### config.mk
export PLATFORM = sky130hd
export DESIGN_NAME = yuv422_pair_to_rgb
export DESIGN_NICKNAME = d
export VERILOG_FILES = /design/src/rtl/yuv2rgb_pkg.sv /design/src/rtl/yuv2rgb_chroma.sv /design/src/rtl/yuv2rgb_lane.sv /design/src/rtl/yuv422_pair_to_rgb.sv
export SDC_FILE = /design/constraint.sdc
export NUM_CORES = 1
export LEC_CHECK = 0
export BUFFER_PORTS_ARGS = -buffer_cell sky130_fd_sc_hd__buf_2
export CORE_MARGIN = 4
export CORE_UTILIZATION = 40
export DETAILED_ROUTE_END_ITERATION = 16
export HOLD_SLACK_MARGIN = 0.05
export PLACE_DENSITY_LB_ADDON = 0.3
export RECOVER_POWER = 100
export SYNTH_ARGS = -nofsm -noshare
export SYNTH_HDL_FRONTEND = slang
export SYNTH_SLANG_ARGS = --single-unit
### constraint.sdc
create_clock -name clk -period 3 [get_ports clk]
set_input_delay 0.45 -clock clk [delete_from_list [all_inputs] [get_ports clk]]
set_output_delay 0.45 -clock clk [all_outputs]
set_load 0.02 [all_outputs]
### src/rtl/yuv2rgb_pkg.sv
// Types and constants shared by the 4:2:2 to RGB converter.
package yuv2rgb_pkg;

	// Fixed-point coefficients, 10 fractional bits
	localparam int unsigned FracBits   = 10;
	localparam int unsigned ProdWidth  = 20;
	localparam int unsigned TermWidth  = 9;
	localparam int unsigned SumWidth   = 11;
	localparam logic signed [ProdWidth-1:0] CoefCrRed   = 20'sd1436;
	localparam logic signed [ProdWidth-1:0] CoefCbGreen = 20'sd352;
	localparam logic signed [ProdWidth-1:0] CoefCrGreen = 20'sd731;
	localparam logic signed [ProdWidth-1:0] CoefCbBlue  = 20'sd1815;
	localparam logic [7:0] ChanMax = 8'd255;

	// One packed 4:2:2 group
	typedef struct packed {
		logic [7:0] luma_first;
		logic [7:0] chroma_blue;
		logic [7:0] luma_second;
		logic [7:0] chroma_red;
	} pix_pair_t;

	// Two pixels in file byte order
	typedef struct packed {
		logic [7:0] first_green;
		logic [7:0] first_red;
		logic [7:0] first_blue;
		logic [7:0] second_green;
		logic [7:0] second_red;
		logic [7:0] second_blue;
	} rgb_pair_t;

	// Chroma contributions shared by both pixels
	typedef struct packed {
		logic signed [TermWidth-1:0] red;
		logic signed [TermWidth-1:0] green;
		logic signed [TermWidth-1:0] blue;
	} chroma_terms_t;

	// Clamped channels of one pixel
	typedef struct packed {
		logic [7:0] green;
		logic [7:0] red;
		logic [7:0] blue;
	} rgb_pix_t;

endpackage

### src/rtl/yuv2rgb_chroma.sv
// Chroma term unit: constant products of both chroma values, floored by 10 bits.
module yuv2rgb_chroma (
	input  logic [7:0]                   chroma_blue,
	input  logic [7:0]                   chroma_red,
	output yuv2rgb_pkg::chroma_terms_t   terms
);

	logic signed [7:0] cb;
	logic signed [7:0] cr;
	logic signed [yuv2rgb_pkg::ProdWidth-1:0] prod_red;
	logic signed [yuv2rgb_pkg::ProdWidth-1:0] prod_cb_green;
	logic signed [yuv2rgb_pkg::ProdWidth-1:0] prod_cr_green;
	logic signed [yuv2rgb_pkg::ProdWidth-1:0] prod_blue;
	logic signed [yuv2rgb_pkg::TermWidth-1:0] green_cb;
	logic signed [yuv2rgb_pkg::TermWidth-1:0] green_cr;
	logic signed [yuv2rgb_pkg::TermWidth:0]   green_sum;

	// Removing the 128 bias is a flip of the top bit
	assign cb = $signed({~chroma_blue[7], chroma_blue[6:0]});
	assign cr = $signed({~chroma_red[7], chroma_red[6:0]});

	// Constant multiplies
	assign prod_red      = yuv2rgb_pkg::ProdWidth'(cr) * yuv2rgb_pkg::CoefCrRed;
	assign prod_cb_green = yuv2rgb_pkg::ProdWidth'(cb) * yuv2rgb_pkg::CoefCbGreen;
	assign prod_cr_green = yuv2rgb_pkg::ProdWidth'(cr) * yuv2rgb_pkg::CoefCrGreen;
	assign prod_blue     = yuv2rgb_pkg::ProdWidth'(cb) * yuv2rgb_pkg::CoefCbBlue;

	// Dropping the fraction bits of a two's complement value floors it
	assign green_cb  = prod_cb_green[yuv2rgb_pkg::FracBits +: yuv2rgb_pkg::TermWidth];
	assign green_cr  = prod_cr_green[yuv2rgb_pkg::FracBits +: yuv2rgb_pkg::TermWidth];
	assign green_sum = (yuv2rgb_pkg::TermWidth+1)'(green_cb)
		+ (yuv2rgb_pkg::TermWidth+1)'(green_cr);

	// Green sum stays within -136..133
	assign terms.red   = prod_red[yuv2rgb_pkg::FracBits +: yuv2rgb_pkg::TermWidth];
	assign terms.green = green_sum[yuv2rgb_pkg::TermWidth-1:0];
	assign terms.blue  = prod_blue[yuv2rgb_pkg::FracBits +: yuv2rgb_pkg::TermWidth];

endmodule

### src/rtl/yuv2rgb_lane.sv
// Pixel lane: adds the red and blue chroma terms to one luma value, subtracts the green term, and clamps each channel.
module yuv2rgb_lane (
	input  logic [7:0]                 luma,
	input  yuv2rgb_pkg::chroma_terms_t terms,
	output yuv2rgb_pkg::rgb_pix_t      pix
);

	logic signed [yuv2rgb_pkg::SumWidth-1:0] y_ext;
	logic signed [yuv2rgb_pkg::SumWidth-1:0] sum_green;
	logic signed [yuv2rgb_pkg::SumWidth-1:0] sum_red;
	logic signed [yuv2rgb_pkg::SumWidth-1:0] sum_blue;

	function automatic logic [7:0] clamp8(input logic signed [yuv2rgb_pkg::SumWidth-1:0] v);
		logic [7:0] r;
		if (v < 0) begin
			r = 8'd0;
		end else if (v > $signed(yuv2rgb_pkg::SumWidth'(yuv2rgb_pkg::ChanMax))) begin
			r = yuv2rgb_pkg::ChanMax;
		end else begin
			r = v[7:0];
		end
		return r;
	endfunction

	assign y_ext = $signed({{(yuv2rgb_pkg::SumWidth-8){1'b0}}, luma});

	// Channel sums, range -227..480
	assign sum_green = y_ext - yuv2rgb_pkg::SumWidth'(terms.green);
	assign sum_red   = y_ext + yuv2rgb_pkg::SumWidth'(terms.red);
	assign sum_blue  = y_ext + yuv2rgb_pkg::SumWidth'(terms.blue);

	assign pix.green = clamp8(sum_green);
	assign pix.red   = clamp8(sum_red);
	assign pix.blue  = clamp8(sum_blue);

endmodule

### src/rtl/yuv422_pair_to_rgb.sv
// Top level: 4:2:2 pair to two RGB pixels, chroma stage then two pixel lanes.
//
//  channel | direction | handshake              | payload
//  pix     | in        | pix_valid / pix_ready  | pix_pair_t (y0, cb, y1, cr)
//  rgb     | out       | rgb_valid / rgb_ready  | rgb_pair_t (g0 r0 b0 g1 r1 b1)
//
// Two register stages: chroma products into _s1, lane sums and clamps into the
// output register. One transfer per cycle in each direction while rgb is not stalled.
// Reset clears only the stage valid bits. A stall on rgb holds the output stage
// and a full stage 1, and a bubble in stage 1 is filled while the output waits.
module yuv422_pair_to_rgb (
	input  logic                    clk,
	input  logic                    arst_n,
	input  logic                    pix_valid,
	output logic                    pix_ready,
	input  yuv2rgb_pkg::pix_pair_t  pix,
	output logic                    rgb_valid,
	input  logic                    rgb_ready,
	output yuv2rgb_pkg::rgb_pair_t  rgb
);

	yuv2rgb_pkg::chroma_terms_t terms;
	yuv2rgb_pkg::chroma_terms_t terms_s1;
	logic [7:0]                 luma_first_s1;
	logic [7:0]                 luma_second_s1;
	logic                       valid_s1;
	yuv2rgb_pkg::rgb_pix_t      pix_first;
	yuv2rgb_pkg::rgb_pix_t      pix_second;
	yuv2rgb_pkg::rgb_pair_t     rgb_s2;
	logic                       valid_s2;
	logic                       adv_s1;
	logic                       adv_s2;

	// Stage enables
	assign adv_s2    = !valid_s2 || rgb_ready;
	assign adv_s1    = !valid_s1 || adv_s2;
	assign pix_ready = adv_s1;

	// Shared chroma unit
	yuv2rgb_chroma u_chroma (
		.chroma_blue (pix.chroma_blue),
		.chroma_red  (pix.chroma_red),
		.terms       (terms)
	);

	// Stage 1 control
	always_ff @(posedge clk or negedge arst_n) begin
		if (!arst_n) begin
			valid_s1 <= 1'b0;
		end else if (adv_s1) begin
			valid_s1 <= pix_valid;
		end
	end

	// Stage 1 payload
	always_ff @(posedge clk) begin
		if (adv_s1 && pix_valid) begin
			terms_s1       <= terms;
			luma_first_s1  <= pix.luma_first;
			luma_second_s1 <= pix.luma_second;
		end
	end

	// Pixel lanes
	yuv2rgb_lane u_lane_first (
		.luma  (luma_first_s1),
		.terms (terms_s1),
		.pix   (pix_first)
	);

	yuv2rgb_lane u_lane_second (
		.luma  (luma_second_s1),
		.terms (terms_s1),
		.pix   (pix_second)
	);

	// Output stage control
	always_ff @(posedge clk or negedge arst_n) begin
		if (!arst_n) begin
			valid_s2 <= 1'b0;
		end else if (adv_s2) begin
			valid_s2 <= valid_s1;
		end
	end

	// Merge both lanes into file byte order
	always_ff @(posedge clk) begin
		if (adv_s2 && valid_s1) begin
			rgb_s2 <= {pix_first.green, pix_first.red, pix_first.blue,
				pix_second.green, pix_second.red, pix_second.blue};
		end
	end

	assign rgb_valid = valid_s2;
	assign rgb       = rgb_s2;

`ifndef SYNTH
	// An accepted group always lands in stage 1
	a_accept_fills_s1: assert property (@(posedge clk) disable iff (!arst_n)
		pix_valid && pix_ready |=> valid_s1)
		else $error("accepted group lost before stage 1");

	// A blocked stage 1 keeps its item
	a_s1_holds: assert property (@(posedge clk) disable iff (!arst_n)
		valid_s1 && !adv_s2 |=> valid_s1 && $stable(terms_s1) && $stable(luma_first_s1))
		else $error("stage 1 item dropped during stall");

	// Stage 1 moves to the output whenever the output is free
	a_s1_to_s2: assert property (@(posedge clk) disable iff (!arst_n)
		valid_s1 && adv_s2 |=> rgb_valid)
		else $error("stage 1 item not passed to output");

	// Input is refused only when both stages hold items and output is stalled
	a_ready_rule: assert property (@(posedge clk) disable iff (!arst_n)
		!pix_ready |-> valid_s1 && rgb_valid && !rgb_ready)
		else $error("input refused with room in the pipeline");
`endif

endmodule
# Yosys cells after proc, flatten, opt, wreduce, memory -nomap -nowiden
# Cells that the tools add are included.
# classes
addsub,7
n_mul,4
magnitude_cmp,12
mux,6
bitwise,2
reduce_logical,6
# op_table
cell,count
$gt A10 B9 Y1 const B,6
$lt A10 B1 Y1 const B,6
$mux W8,6
$add A9 B9 Y10,4
$sub A9 B9 Y10,2
$mul A8 B11 Y19 const B,1
$mul A8 B12 Y19 const B,1
$mul A8 B10 Y17 const B,1
$mul A8 B5 Y13 const B,1
$add A8 B9 Y9,1
$logic_and A1 B1 Y1,2
$logic_not A1 Y1,2
$logic_or A1 B1 Y1,2
$not A1 Y1,2
# word_totals
reg_bits,93
inputBits,36
out_inout_bits,50
wordCells,50

# Longest topological paths before layout
# depth
ltp_word,4
depth_mapped,24
mapped_depth_nobuf,24

# By module
# Synthesis repeated with hierarchy kept, for this count alone.
# unflattened
cells_unflattened,1040
area_unflattened_um2,10581.4
# by_module_without_submodules
module,instances,cells_per_inst,area_per_inst_um2,seq_area_each_um2
yuv2rgb_chroma,1,547,4863.4,0.0
yuv422_pair_to_rgb,1,99,2836.5,2782.7
yuv2rgb_lane (u_lane_first),1,206,1515.2,0.0
yuv2rgb_lane (u_lane_second),1,188,1366.3,0.0

# Worst setup path before layout
# No wires, ideal clock.
# synth_path
kind,input to register
startpoint,input port pix[7] (netlist bit)
endpoint,register terms_s1[17] (netlist bit) (data pin)
setup_time_ps,266
arrival_time_ps,5328
t_required_ps,2734
path_slack_ps,-2594
cell_stages,23
path_buffers,0
cell_sequence,inv_1 > fa_1 > inv_1 > fa_1 > fa_1 > fa_1 > inv_1 > ha_1 > a21o_1 > a21o_1 > a221oi_4 > o22ai_2 > o311a_1 > nor2_2 > xnor2_1 > ha_1 > o21a_1 > nor2_1 > a31oi_2 > nor2_1 > o21a_1 > nor4_1 > xnor2_1
# synth_lines
element,line,rtl
from (decl),yuv422_pair_to_rgb.sv:16,"input yuv2rgb_pkg::pix_pair_t pix,"
to (signal assigned),yuv422_pair_to_rgb.sv:58,terms_s1 <= terms;
to (decl),yuv422_pair_to_rgb.sv:23,yuv2rgb_pkg::chroma_terms_t terms_s1;

==> summary.md <==
| Metric | Value |
|---|---|
| Ant diodes | 0 |
| R2r setup slk | 80 ps |
| Final period util | 1.73 |
| Post-synthesis mux area share | 0.00200 |
| Least-Margin Pin Slew | 1810 ps |
| Num rows | 57 |
| Min Hold Slack | 269 ps |
| CP Class | primary input to register |
| Die width | 166 µm |
| Starting density of the core | 0.410 |
| Async SR Flop Fraction | 0.0215 |
| Num CTS Buffers | 9 |
| Worst flop-to-flop path endpoint | rgb[32] |
| Max Cap Violations | 1 |
| WP data required | around 3100 ps |
| Die area | about 28,000 µm² |
| Area of the multi-input gates | approximately 7300 µm² |
| Final setup viols | 27 |
| Max Freq | roughly 190 MHz |
| First-pass GRT wire length | 36.3 mm |
| CP cell instances | buf_4 > fa_2 > inv_2 > fa_1 > fa_1 > fa_1 > inv_2 > ha_4 > a21o_1 > a21o_1 > a221oi_4 > buf_4 > o21ai_2 > o21a_1 > nor3_2 > xnor2_1 > ha_1 > o21a_1 > nor2_2 > a31oi_4 > nor2_1 > a21oi_2 > nor4_2 > xnor2_1 |
| Layout cells sized above 1 | 0.290 |
| Via density | 4.77 |
| 1st-iter DRT viols | between 300 and 400 |
| Post-Syn Instances | 980 |
| Sequential share of the synthesized area | 0.277 |
| Failing checks | max-capacitance violations, max-slew violations, negative setup slack |
| Initial antenna violation count | 0 |
| DP Wirelength | between 15 and 20 mm |
| Final nets | 1,576 |
| DRT Wirelength | 21.9 mm |
| Compound-cell area share of the yosys netlist | 0.141 |
| CTS Sinks | 93 |
| Slowest CP cell | fa_1 |
| Fin Clk Skew | 14.3 ps |
| Worst hold path cell count | 1 |
| Router iterations before antenna repair | 4 |
| Worst-case reg-to-reg path depth | 9 |
| Sequential Area | 2780 µm² |
| H-tree depth | 3 |
| Slowest cell delay on critical path | 520 ps |
| Via count | 7,673 |
| Run status | finished, violations left |
| Clk_lat worst skew | roughly 350 ps |
| Fill cells | between 2,000 and 2,500 |
| IO Count | 86 |
| Max Slew Vio Count | 31 |
| Post-Syn Area | 10,000 µm² |
| DP Worst Slack | -2850 ps |
| WL/cell | 13.6 µm |
| Port Buffers | 85 |
| Vias in the first global route | 7,658 |
| Post-synth top flop | edfxtp_1 |
| Crit path launch type | primary input |
| IR drop worst, VDD | 0.520 mV |
| Min-Delay Endpoint | luma_first_s1[5] |
| Residual DRC | 0 |
| Global Route Usage Sum | 0.156 |
| Fin area | 13,500 µm² |
| Post-Synth XOR/XNOR Area | 0.0620 |
| CP Capture Type | register |
| Synth unique cells | between 60 and 70 |
| Worst path most repeated cell | fa_1 |
| Setup WS post-layout | -2190 ps |
| Area growth, synth to finish | 34.2% |
| Post-route ant nets | 0 |
| Post-synthesis simple-gate area fraction | 0.0744 |
| RSZ-0062 raised after global routing | yes |
| Launch point of the worst reg-to-reg path | luma_first_s1[0] |
| CP Max Fanout | 7 |
| Post-synth EDFFs | 91 |
| Seq cells post-synth | 93 |
| Final hold vios | 0 |
| Critical Path AT | 5290 ps |
| Pwr dens | 901 nW/µm² |
| Placed inst area | 12,500 µm² |
| Clock period minus worst slack | ~5200 ps |
| Final global-route overflow total | 0 |
| Layout Utilization | 0.550 |
| Clock slew at reported path FFs | 80 ps |
| Adder-cell area share of the yosys netlist | 0.371 |
| Clk Tree Root Cell | clkbuf_16 |
| Hold_sp | pix[29] |
| Gp weighted congestion | between 0.8 and 0.9 |
| Rel. slew slack | -0.209 |
| Average size of a mapped cell | 10.2 µm² |
| Layout Cells excl Fill | ~1,600 |
| Leak | between 6 and 7 nW |
| Largest family of logic cells by synthesized area | adder cells |
| Maximum clock insertion buffer count | 2 |
| Largest net degree at the start of global routing | 31 |
| Placed Cells incl. Taps | around 1,600 |
| YS warnings | 0 |
| Syn_nets | 1,276 |
| Hold Path Class | primary input to register |
| Core area | 24,500 µm² |
| CTS tree | done |
| Die height | 166 µm |
layer usage:
| metal | track usage | wire length (µm) | vias up | part of all wire |
|---|---|---|---|---|
| met5 | 0 | 0 | - | 0 |
| met3 | 0.0219 | 646 | 21 | 0.029 |
| met4 | 0.0324 | 272 | 0 | 0.012 |
| li1 | - | - | 3989 | - |
| met2 | 0.273 | 10700 | 103 | 0.49 |
| met1 | 0.207 | 10300 | 3560 | 0.47 |
cell usage in the layout, fill, tap and decap left out, types with 17 or more instances in the layout:
cell	netlist	layout
a21oi_1	80	66
inv_1	189	172
buf_4	0	174
fa_1	63	56
xor2_1	20	20
buf_2	1	29
ha_4	0	31
nor2_1	56	50
a21o_1	24	24
nand2_1	19	17
xnor2_1	51	46
o21a_1	17	17
ha_1	197	164
edfxtp_1	91	91
buf_6	0	22
o21ai_0	24	20
clkbuf_1	0	60
synth_stat cells, drive strengths merged, types with 5 or more instances:
cell type    n  area (µm²)
a21oi       85         444
and3         6        37.5
nor2        57         216
o21a        17         128
xor2        20         175
inv        191         717
and2         5        31.3
o21bai      11        82.6
nand2b       9        56.3
fa          63        1260
edfxtp      91        2730
xnor2       51         447
a21o        24         180
o21ai       30         154
nand2       19        71.3
a31oi        8        56.3
a211oi       6        55.1
nor3        16        80.1
a21boi       6        48.8
nand3        9        45.0
ha         197        2460
nor2b       12        75.1
state kept, by name, indices dropped and copies added (netlist names):
register / count
rgb: 48
luma_first_s1: 8
luma_second_s1: 8
rgb_valid: 1
valid_s1: 1
terms_s1: 27
stage by stage:
stage,TNS (ps),total power (W)
after floorplan,-21810,0.00750
after CTS,-23440,0.0117
after detailed placement,-38230,0.00997
after global placement,-37030,0.00982
final,-24200,0.0121
after global routing,-28500,0.0132
what timing repair did:
action / 4_1_cts / 5_1_grt
gates resized for setup: 68 / 57
endpoints found under the setup margin: 27 / 39
setup buffers: 9 / 17
pin swaps: 62 / 55
endpoints found under the hold margin: 2 / 0
hold buffers: 1 / 0
report_power, final:
group | switching, W | leakage (nW) | total (W) | internal (W)
clock | 0.000510 | 0.144 | 0.00109 | 0.000584
sequential | 0.000227 | 0.900 | 0.00249 | 0.00226
combinational | 0.00434 | 5.27 | 0.00855 | 0.00422
area by class of cell:
type,count,share of cell area
clock buffer,9,0.0167
clock inverter,7,0.00474
inverter,191,0.0548
multi-input combinational,695,0.541
sequential,93,0.207
tap,324,0.0301
timing repair buffer,290,0.146
cell families (layout without fill, tap and decap cells):
kind of cell | Yosys count | count (layout)
simple gates | 149 | 149
mux | 2 | 2
flops | 93 | 93
compound gates | 213 | 213
xor+xnor | 71 | 71
fa+ha+maj | 260 | 260
buf+inv | 192 | 497
worst max path at each step:
stage,slack (ps),startpoint,endpoint
global placement,-2770,pix[7],terms_s1[17]
detailed placement,-2850,pix[7],terms_s1[17]
floorplan,-2520,pix[7],terms_s1[17]
CTS,-2260,pix[7],terms_s1[17]
global route,-2510,pix[6],terms_s1[17]
finish,-2190,pix[0],terms_s1[17]
critical path: cells and delay by family:
| kind | cells | cell delay (ps) |
|---|---|---|
| AO/OA/AOI/OAI | 8 | 1120 |
| adder cells (fa/ha/maj) | 6 | 2260 |
| AND/OR/NAND/NOR | 4 | 800 |
| buffers and inverters | 4 | 420 |
| XOR/XNOR | 2 | 240 |
Power figures use the tool's default switching activity.
